## src/hw/rtl/ure_pkg.sv

```systemverilog
// shared constants for the ultrasonic echo ranger
package ure_pkg;

   localparam int TIMER_BITS_DEFAULT = 20;

   localparam int OPCODE_BITS   = 2;
   localparam int STATUS_BITS   = 2;
   localparam int TIMEOUT_BITS  = 20;
   localparam int DURATION_BITS = 20;
   localparam int DISTANCE_BITS = 23;

   localparam logic [TIMEOUT_BITS-1:0] TIMEOUT_MIN   = TIMEOUT_BITS'(1000);
   localparam logic [TIMEOUT_BITS-1:0] TIMEOUT_RESET = TIMEOUT_BITS'(30000);

   // distance in 1/256 cm is duration * 4496 / 1024
   localparam int DIST_MUL_BITS = 13;
   localparam logic [DIST_MUL_BITS-1:0] DIST_MUL = DIST_MUL_BITS'(4496);
   localparam int DIST_SHIFT = 10;
   localparam int PRODUCT_BITS = DURATION_BITS + DIST_MUL_BITS;

   localparam logic [OPCODE_BITS-1:0] OP_TRIGGER = 2'd0;
   localparam logic [OPCODE_BITS-1:0] OP_ECHO    = 2'd1;
   localparam logic [OPCODE_BITS-1:0] OP_TICK    = 2'd2;

   localparam logic [STATUS_BITS-1:0] ST_STARTED = 2'd0;
   localparam logic [STATUS_BITS-1:0] ST_BUSY    = 2'd1;
   localparam logic [STATUS_BITS-1:0] ST_DONE    = 2'd2;
   localparam logic [STATUS_BITS-1:0] ST_TIMEOUT = 2'd3;

endpackage

```

## src/hw/rtl/ultrasonic_echo_ranger.sv

```systemverilog
// echo-ranging sequencer: trigger, echo edge and tick transactions in, status and distance out
//
// The block takes one transaction every clock while req_stall is low, with no gap needed
// between transactions. Each transaction updates the measurement state at the edge that
// accepts it. A transaction that produces a result is captured in a stage register
// at that edge and moves into the response register, through the constant
// duration-to-distance multiply, once the response register is empty or its result is
// taken; rsp_valid rises as it moves. The input stalls only while the stage register holds
// a result and the response register holds a stalled one.
// Trigger, tick and falling-edge transactions may yield a status; rising edges,
// ticks before timeout and ignored codes yield none. Writing timeout_us clamps
// values below 1000 to 1000 and restarts the tick counter; write it only while
// no transaction is in flight.
module ultrasonic_echo_ranger #(
   parameter int TIMER_BITS = ure_pkg::TIMER_BITS_DEFAULT
) (
   input  logic                               clock,
   input  logic                               reset,

   input  logic                               req_valid,
   output logic                               req_stall,
   input  logic [ure_pkg::OPCODE_BITS-1:0]    req_opcode,
   input  logic                               req_echo_level,

   output logic                               rsp_valid,
   input  logic                               rsp_stall,
   output logic [ure_pkg::STATUS_BITS-1:0]    rsp_status,
   output logic [ure_pkg::DURATION_BITS-1:0]  rsp_duration_us,
   output logic [ure_pkg::DISTANCE_BITS-1:0]  rsp_distance_q8,

   input  logic                               csr_wr_en,
   input  logic [ure_pkg::TIMEOUT_BITS-1:0]   csr_wr_data
);

   localparam int CMP_BITS = (TIMER_BITS > ure_pkg::TIMEOUT_BITS) ?
                             TIMER_BITS : ure_pkg::TIMEOUT_BITS;
   localparam logic [TIMER_BITS-1:0] COUNT_MAX = {TIMER_BITS{1'b1}};

   localparam logic [1:0] PH_IDLE = 2'd0;
   localparam logic [1:0] PH_RISE = 2'd1;
   localparam logic [1:0] PH_FALL = 2'd2;

   logic [1:0]                              phase_ff, phase_in;
   logic [TIMER_BITS-1:0]                   elapsed_ff, elapsed_in;
   logic [TIMER_BITS-1:0]                   start_ff, start_in;
   logic [ure_pkg::TIMEOUT_BITS-1:0]        timeout_ff, timeout_in;

   logic                                    s1_valid_ff, s1_valid_in;
   logic [ure_pkg::STATUS_BITS-1:0]         s1_status_ff;
   logic [ure_pkg::DURATION_BITS-1:0]       s1_duration_ff;

   logic                                    rsp_valid_ff, rsp_valid_in;
   logic [ure_pkg::STATUS_BITS-1:0]         rsp_status_ff;
   logic [ure_pkg::DURATION_BITS-1:0]       rsp_duration_ff;
   logic [ure_pkg::DISTANCE_BITS-1:0]       rsp_distance_ff;

   logic                                    out_ready;
   logic                                    req_accept;
   logic                                    emit;
   logic [ure_pkg::STATUS_BITS-1:0]         emit_status;
   logic [ure_pkg::DURATION_BITS-1:0]       emit_duration;
   logic [TIMER_BITS-1:0]                   tick_count;
   logic [TIMER_BITS-1:0]                   pulse_width;
   logic [ure_pkg::PRODUCT_BITS-1:0]        product;

   // handshake
   assign out_ready  = !rsp_valid_ff || !rsp_stall;
   assign req_stall  = s1_valid_ff && !out_ready;
   assign req_accept = req_valid && !req_stall;

   assign tick_count  = (elapsed_ff < COUNT_MAX) ? elapsed_ff + 1'b1 : elapsed_ff;
   assign pulse_width = (elapsed_ff >= start_ff) ? elapsed_ff - start_ff : '0;

   // measurement state update
   always_comb begin
      phase_in      = phase_ff;
      elapsed_in    = elapsed_ff;
      start_in      = start_ff;
      timeout_in    = timeout_ff;
      emit          = 1'b0;
      emit_status   = ure_pkg::ST_STARTED;
      emit_duration = '0;
      if (req_accept) begin
         unique case (req_opcode)
            ure_pkg::OP_TRIGGER: begin
               emit = 1'b1;
               if (phase_ff != PH_IDLE) begin
                  emit_status = ure_pkg::ST_BUSY;
               end else begin
                  emit_status = ure_pkg::ST_STARTED;
                  phase_in    = PH_RISE;
                  elapsed_in  = '0;
                  start_in    = '0;
               end
            end
            ure_pkg::OP_TICK: begin
               if (phase_ff != PH_IDLE) begin
                  elapsed_in = tick_count;
                  if (CMP_BITS'(tick_count) >= CMP_BITS'(timeout_ff) ||
                      tick_count == COUNT_MAX) begin
                     emit        = 1'b1;
                     emit_status = ure_pkg::ST_TIMEOUT;
                     phase_in    = PH_IDLE;
                     elapsed_in  = '0;
                  end
               end
            end
            ure_pkg::OP_ECHO: begin
               if (req_echo_level) begin
                  if (phase_ff == PH_RISE) begin
                     start_in = elapsed_ff;
                     phase_in = PH_FALL;
                  end
               end else if (phase_ff == PH_FALL) begin
                  emit          = 1'b1;
                  emit_status   = ure_pkg::ST_DONE;
                  emit_duration = ure_pkg::DURATION_BITS'(pulse_width);
                  phase_in      = PH_IDLE;
                  elapsed_in    = '0;
               end
            end
            default: begin
            end
         endcase
      end
      if (csr_wr_en) begin
         timeout_in = (csr_wr_data < ure_pkg::TIMEOUT_MIN) ? ure_pkg::TIMEOUT_MIN : csr_wr_data;
         elapsed_in = '0;
      end
   end

   always_comb begin
      if (req_accept) begin
         s1_valid_in = emit;
      end else if (out_ready) begin
         s1_valid_in = 1'b0;
      end else begin
         s1_valid_in = s1_valid_ff;
      end
      rsp_valid_in = out_ready ? s1_valid_ff : rsp_valid_ff;
   end

   assign product = ure_pkg::PRODUCT_BITS'(s1_duration_ff) *
                    ure_pkg::PRODUCT_BITS'(ure_pkg::DIST_MUL);

   always_ff @(posedge clock) begin
      if (reset) begin
         phase_ff     <= PH_IDLE;
         elapsed_ff   <= '0;
         start_ff     <= '0;
         timeout_ff   <= ure_pkg::TIMEOUT_RESET;
         s1_valid_ff  <= 1'b0;
         rsp_valid_ff <= 1'b0;
      end else begin
         phase_ff     <= phase_in;
         elapsed_ff   <= elapsed_in;
         start_ff     <= start_in;
         timeout_ff   <= timeout_in;
         s1_valid_ff  <= s1_valid_in;
         rsp_valid_ff <= rsp_valid_in;
      end
   end

   // payload registers
   always_ff @(posedge clock) begin
      if (req_accept && emit) begin
         s1_status_ff   <= emit_status;
         s1_duration_ff <= emit_duration;
      end
      if (out_ready && s1_valid_ff) begin
         rsp_status_ff   <= s1_status_ff;
         rsp_duration_ff <= s1_duration_ff;
         rsp_distance_ff <= ure_pkg::DISTANCE_BITS'(product >> ure_pkg::DIST_SHIFT);
      end
   end

   assign rsp_valid       = rsp_valid_ff;
   assign rsp_status      = rsp_status_ff;
   assign rsp_duration_us = rsp_duration_ff;
   assign rsp_distance_q8 = rsp_distance_ff;

   // idle always leaves the counter cleared
   assert property (@(posedge clock) disable iff (reset)
      (phase_ff == PH_IDLE) |-> (elapsed_ff == '0))
      else $error("counter not cleared while idle");

   // the stored timeout never falls below the clamp
   assert property (@(posedge clock) disable iff (reset)
      timeout_ff >= ure_pkg::TIMEOUT_MIN)
      else $error("timeout below minimum");

   // a trigger taken while idle arms the echo wait and queues a started status
   assert property (@(posedge clock) disable iff (reset)
      (req_accept && req_opcode == ure_pkg::OP_TRIGGER && phase_ff == PH_IDLE)
      |=> (phase_ff == PH_RISE && s1_valid_ff && s1_status_ff == ure_pkg::ST_STARTED))
      else $error("trigger did not start measurement");

   // only a done status carries a duration
   assert property (@(posedge clock) disable iff (reset)
      (rsp_valid_ff && rsp_status_ff != ure_pkg::ST_DONE)
      |-> (rsp_duration_ff == '0 && rsp_distance_ff == '0))
      else $error("nonzero measurement on non-done status");

   // the input stalls only behind a held response
   assert property (@(posedge clock) disable iff (reset)
      req_stall |-> (s1_valid_ff && rsp_valid_ff && rsp_stall))
      else $error("spurious input stall");

endmodule
```

## config.mk

```make
export PLATFORM = sky130hd
export DESIGN_NAME = ultrasonic_echo_ranger
export DESIGN_NICKNAME = d
export VERILOG_FILES = /design/src/hw/rtl/ure_pkg.sv /design/src/hw/rtl/ultrasonic_echo_ranger.sv
export SDC_FILE = /design/constraint.sdc
export NUM_CORES = 1
export LEC_CHECK = 0
export BUFFER_PORTS_ARGS = -buffer_cell sky130_fd_sc_hd__buf_2
export CAP_MARGIN = 20
export CORE_AREA = 2 2 124 126
export DETAILED_ROUTE_END_ITERATION = 6
export DIE_AREA = 0 0 126 128
export PLACE_DENSITY = 0.82
export SYNTH_ARGS = -nofsm -noshare
export SYNTH_HDL_FRONTEND = slang
export SYNTH_SLANG_ARGS = --single-unit
```

## constraint.sdc

```tcl
create_clock -name clock -period 13.41 [get_ports clock]
set_input_delay 0.6705 -clock clock [delete_from_list [all_inputs] [get_ports clock]]
set_output_delay 0.6705 -clock clock [all_outputs]
set_load 0.02 [all_outputs]
```

Yosys cells after proc, flatten, opt, wreduce, memory -nomap -nowiden

Cells that the tools add are included.

Flip-flop bits (word level): 131
Input bits: 28
Word-level logic and storage cells: 88

$add $sub $neg: 2
Multipliers: 1
$lt $le $gt $ge: 4
Equality and inequality tests: 14
Multiplexer cells: 32
Bitwise gates (word level): 4
Reductions and logical operators: 20

Operators with widths:

| operator              | number |
|---|---|
| $mux 20               | 9 |
| $pmux 20 s3           | 1 |
| $ge 20x20->1          | 2 |
| $pmux 20 s2           | 1 |
| $mul 20x9->29 const B | 1 |
| $add 20x1->20 const B | 1 |
| $eq 20x20->1 const B  | 1 |
| $lt 20x10->1 const B  | 1 |
| $lt 20x20->1 const B  | 1 |
| $mux 2                | 10 |
| $sub 20x20->20        | 1 |
| $ne 2x2->1 const B    | 7 |
| $pmux 2 s3            | 2 |
| $mux 1                | 8 |
| $reduce_and 7->1      | 1 |
| $ne 3x3->1 const B    | 2 |
| $reduce_and 6->1      | 1 |
| $reduce_bool 2->1     | 3 |
| $reduce_and 5->1      | 1 |
| $reduce_or 5->1       | 1 |
| $eq 2x1->1 const B    | 2 |
| $eq 2x2->1 const B    | 2 |
| $logic_and 1x1->1     | 4 |
| $logic_not 1->1       | 4 |
| other kinds (6)       | 10 |

Logic depth before layout (Yosys ltp)

Word-level depth: 9
Mapped depth: 20

Worst setup path after synthesis

Ideal clock, no wire load.

Kind: flip-flop to flip-flop
Start: reg elapsed_ff[1]
End: reg s1_duration_ff[0] (netlist name) (enable)
Library setup time: 0.404 ns
Arrival: 4.113 ns
Setup slack: 8.893 ns
Stages on the path, launching flop included: 20
Path buffers: 2
Clock period less this slack: 4.517 ns
Path through: dfxtp_1 ha_1 and4_1 buf_4 and4_1 buf_4 nand3_1 nand2_1 nor2_1 xnor2_1 ha_1 a21o_1 a21o_1 a31oi_1 nor2b_1 o31ai_1 a31oi_1 or3b_1 a21oi_2 o21ai_1

Word-level cells in the longest chain between the ends: 9
Elaborated cells between the ends (all ways): 11
Classes of those cells: add/sub: 1; order compare: 2; eq/ne: 1; mux: 5; reduce/logical: 2

RTL lines:

| what                                          | line                                                        | RTL |
|---|---|---|
| start, declared                               | ultrasonic_echo_ranger.sv:44                                | `logic [TIMER_BITS-1:0] elapsed_ff, elapsed_in;` |
| start signal, assigned                        | ultrasonic_echo_ranger.sv:156                               | `elapsed_ff <= elapsed_in;` |
| $add 20x1->20 or $lt 20x20->1 (tied branches) | ultrasonic_echo_ranger.sv:71                                | `assign tick_count = (elapsed_ff < COUNT_MAX) ? elapsed_ff + 1'b1 : elapsed_ff;` |
| $mux 20 *                                     | ultrasonic_echo_ranger.sv:71                                |  |
| $ge 20x20->1 or $eq 20x20->1 (tied branches)  | ultrasonic_echo_ranger.sv:99, ultrasonic_echo_ranger.sv:100 |  |
| $logic_or 1x1->1 *                            | ultrasonic_echo_ranger.sv:99                                | `if (CMP_BITS'(tick_count) >= CMP_BITS'(timeout_ff) \|\|` |
| $mux 1 *                                      | ultrasonic_echo_ranger.sv:99                                |  |
| $mux 1 *                                      | ultrasonic_echo_ranger.sv:97                                | `if (phase_ff != PH_IDLE) begin` |
| $pmux 1 s3 *                                  | ultrasonic_echo_ranger.sv:84                                | `unique case (req_opcode)` |
| $mux 1 *                                      | ultrasonic_echo_ranger.sv:83                                | `if (req_accept) begin` |
| $logic_and 1x1->1 *                           | ultrasonic_echo_ranger.sv:166                               | `if (req_accept && emit) begin` |
| end signal, assigned                          | ultrasonic_echo_ranger.sv:168                               | `s1_duration_ff <= emit_duration;` |
| end, declared                                 | ultrasonic_echo_ranger.sv:50                                | `logic [ure_pkg::DURATION_BITS-1:0] s1_duration_ff;` |

Every way passes the cells marked *; elsewhere a longest branch is shown, timed or not.
A chain may end at the register's enable or synchronous reset.

Final worst setup path

Start: reg s1_duration_ff[4] (netlist name)
End: reg rsp_distance_ff (netlist bit rsp_distance_q8[22]), data pin

Word-level cells in the longest chain between the ends: 1

RTL lines:

| what                       | line                          | RTL |
|---|---|---|
| $mul 20x9->29              | ultrasonic_echo_ranger.sv:143 | `assign product = ure_pkg::PRODUCT_BITS'(s1_duration_ff) *` |
| named net product, one bit | ultrasonic_echo_ranger.sv:64  | `logic [ure_pkg::PRODUCT_BITS-1:0] product;` |
| end signal, assigned       | ultrasonic_echo_ranger.sv:173 | `rsp_distance_ff <= ure_pkg::DISTANCE_BITS'(product >> ure_pkg::DIST_SHIFT);` |
| end, declared              | ultrasonic_echo_ranger.sv:55  | `logic [ure_pkg::DISTANCE_BITS-1:0] rsp_distance_ff;` |

The timed path passes the listed nets, and every way through them passes these cells.

==> results_dict.tcl <==
set metrics [dict create \
    layout.nets 1288 \
    arrival_ps 5570 \
    start_util_pct 64.9 \
    period_minus_slack_ps 5390 \
    dieArea_um2 16100 \
    vias 7858 \
    tns_ps 0 \
    worstSetupPathType "reg2reg" \
    status "finished, final reports clean" \
    p_sw_share_pct 25.9 \
    cts_buffer_depth 2 \
    min_path_type "reg2reg" \
    antenna_found_initial 0 \
    cap_violations 0 \
    postRouteAntennaNets 0 \
    ys_types 74 \
    slew_viol_final 0 \
    routed_via_density 6.04 \
    grt_max_degree 46 \
    num_antenna_cells 0 \
    ys_top_cells_by_area "edfxtp_1 (21%), ha_1 (17%), dfxtp_1 (13%)" \
    drive_gt1_share_pct 11.5 \
    power_density_nw_per_um2 104 \
    cp-startpoint "s1_duration_ff[4]" \
    drc_errors 0 \
    core_um2 14900 \
    gr-total-overflow 0 \
    reg2reg_depth 16 \
    peakVddDrop_v 0.0000744 \
    post-cts-setup-buffers 0 \
    power_uw 1120 \
    wire_per_inst_um 17.6 \
    place_congestion 0.949 \
    die_h_um 128 \
    drt_wl_total_um 22900 \
    p_leak_uw 0.00477 \
    placementRows 45 \
    critPathMaxStageDelay_ps 690 \
    end_kind "flop" \
    clock_latency_ps 440 \
    fin_skew_ps 9.42 \
    p_seq_share_pct 39.6 \
    dr.first_iter.drc_count 550 \
    grt_pass1_wl_um 37000 \
    cp.required_ps 13590 \
    rsz0062_at_grt "false" \
    crit_slowest_cell "a2111oi_0" \
    pin_count 75 \
    synth_area_per_cell_um2 9.25 \
    io_buffer_count 74 \
    hold_buffers 0 \
    post_cts_resize_count 0 \
    crit_chain "ha_1, ha_1, ha_1, inv_1, fa_1, inv_1, ha_1, and3_1, a2111oi_0, a21oi_1, a211o_1, a221oi_1, o21ai_0, o21ai_0, o21a_1, o21ai_0" \
    power.internal_uw 828 \
    yosysTopAreaCell "edfxtp_1" \
    grt_pass1_vias 7667 \
    ys_seq_area_share_pct 34.1 \
    crit_fanout 5 \
    cts_buffers 17 \
    maxSlewHeadroom_pct 27.6 \
    synthArstFlopShare_pct 0 \
    synth_top_area_share_pct 20.9 \
    dp_hpwl_um 16300 \
    worstReg2RegStart "s1_duration_ff[4]" \
    grt.total_usage_pct 28.8 \
    fmax_ghz 0.186 \
    synth_ff_type "edfxtp_1" \
    critPathMostFrequentCell "ha_1" \
    synth-seq-cells 131 \
    crit_end "rsp_distance_q8[22]" \
    p_clk_share_pct 43.9 \
    h-tree-depth 4 \
    combPwrFrac_pct 16.5 \
    cts_sinks 131 \
    finalSetupViolations 0 \
    ys_warn_count 0 \
    p_switching_uw 290 \
    cts-root-buf "clkbuf_16" \
    dr.pass1.iters 5 \
    reg2reg_slack_ps 8020 \
    timing.final.crit_share_pct 40.2 \
    synth_edf_count 67 \
    die_w_um 126 \
    tightest_slew_ps 1090 \
    cts.reportedPaths.clkPinSlew_ps 60 \
    cts_tree "done" \
    worstSetupStartpointType "flop" \
    area_delta_synth_final_pct 11.5 \
    hold_violations 0 \
    syn-cell-area_um2 9650 \
    syn_nets 1231 \
    synthCells 1043 \
    r2r-end "rsp_distance_q8[22]" \
]
## synthesized netlist by cell type (all sizes together), types with 3 or more instances
cell type	instances
nor4	10
dfxtp	64
a21o	22
and2	7
edfxtp	67
clkbuf	31
and3	18
and4	9
nand2	79
or3	7
nand3	49
nor3b	4
o21bai	4
o221ai	4
fa	32
nand2b	8
nand3b	4
or2	4
or4	3
o211ai	7
xor2	13
a31oi	10
a21oi	84
nand4	15
ha	128
o21ai	32
mux2i	7
nor2	64
o2111ai	3
inv	130
o31ai	3
xnor2	29
a211oi	5
nor3	18
buf	9
nor2b	13
o21a	10
## sequential cells by signal (all words and copies together) (netlist names), 2 cells and up
| name | flops |
|---|---|
| elapsed_ff | 20 |
| timeout_ff | 20 |
| rsp_status | 2 |
| start_ff | 20 |
| phase_ff | 2 |
| s1_status_ff | 2 |
| rsp_distance_q8 | 23 |
| s1_duration_ff | 20 |
| rsp_duration_us | 20 |
## worst max-delay path: cells and delay by family, from the launching register on
kind                     cells  cell delay (ps)
AO/OA/AOI/OAI                8             2580
flip-flops                   1              480
AND/OR/NAND/NOR              1              190
adder cells (fa/ha/maj)      5             1780
buffers and inverters        2              100
## power by group through the flow
stage	Clock, µW	Combinational, µW	Sequential, µW
2_1_floorplan	0	130	453
3_3_place_gp	0	166	450
3_5_place_dp	0	176	451
4_1_cts	492	182	442
5_1_grt	511	203	443
6_report	491	185	443
## per-layer routing
| layer | up-vias | routed length (µm) | global-route usage (%) | part of all wire, % |
|---|---|---|---|---|
| li1 | 3796 | - | - | - |
| met1 | 3727 | 9500 | 34.3 | 41 |
| met2 | 271 | 11600 | 51.0 | 51 |
| met3 | 64 | 1130 | 4.88 | 4.9 |
| met4 | 0 | 728 | 13.6 | 3.2 |
| met5 | - | 0 | 0 | 0 |
## cell type report
type / instances / area (µm²)
well taps: 188 / 235
clock inverters: 12 / 160
fillers: 1049 / 4100
inverters: 131 / 492
flip-flops and latches: 131 / 3290
clock buffers: 20 / 457
repair buffers: 78 / 420
multi-input cells: 741 / 5700
## placed cells by master, fill, tap and decap left out, types with 10 or more instances in the layout
cell type  count
dfxtp_1       64
o21ai_0       30
nand2_1       79
xnor2_1       29
a31oi_1       10
a21o_1        22
o21a_1        10
nand4_1       13
xor2_1        13
and3_1        18
nor2b_1       13
nor4_1        10
clkbuf_16     17
ha_1         128
a21oi_1       83
inv_1        130
nand3_1       49
nor3_1        15
edfxtp_1      67
fa_1          32
nor2_1        64
buf_2         74
## through the flow
| step | setup WS, ps | utilization (%) | hold slack [ps] | instance area (µm²) | cells |
|---|---|---|---|---|---|
| 5_1_grt | 7820 | 72.4 | 448 | 10800 | 1301 |
| 3_5_place_dp | 8220 | 68.1 | 423 | 10100 | 1268 |
| 3_3_place_gp | 8380 | 68.1 | 427 | 10100 | 1268 |
| 2_1_floorplan | 8890 | - | 400 | 9650 | 1043 |
| 6_report | 8020 | 72.4 | 444 | 10800 | 1301 |
| 4_1_cts | 8090 | 72.2 | 435 | 10700 | 1300 |
## logic make-up after synthesis
kind of cell / Yosys count / synth area share, %
buf+inv: 171 / 6.96
simple gates: 318 / 16.9
fa+ha+maj: 160 / 23.2
xor+xnor: 42 / 3.81
flops: 131 / 34.1
mux: 9 / 0.999
compound gates: 212 / 13.9
## worst min-delay path by stage
| stage | depth (start not counted) | slack [ps] | end | start |
|---|---|---|---|---|
| after floorplan | 0 | 400 | rsp_status[0] | s1_status_ff[0] |
| after detailed placement | 0 | 420 | rsp_status[1] | s1_status_ff[1] |
| after global placement | 0 | 430 | rsp_status[1] | s1_status_ff[1] |
| final | 0 | 440 | rsp_status[1] | s1_status_ff[1] |
| after CTS | 0 | 440 | rsp_status[1] | s1_status_ff[1] |
| after global routing | 3 | 450 | timeout_ff[2] | csr_wr_data[2] |
Power figures use the tool's default switching activity.
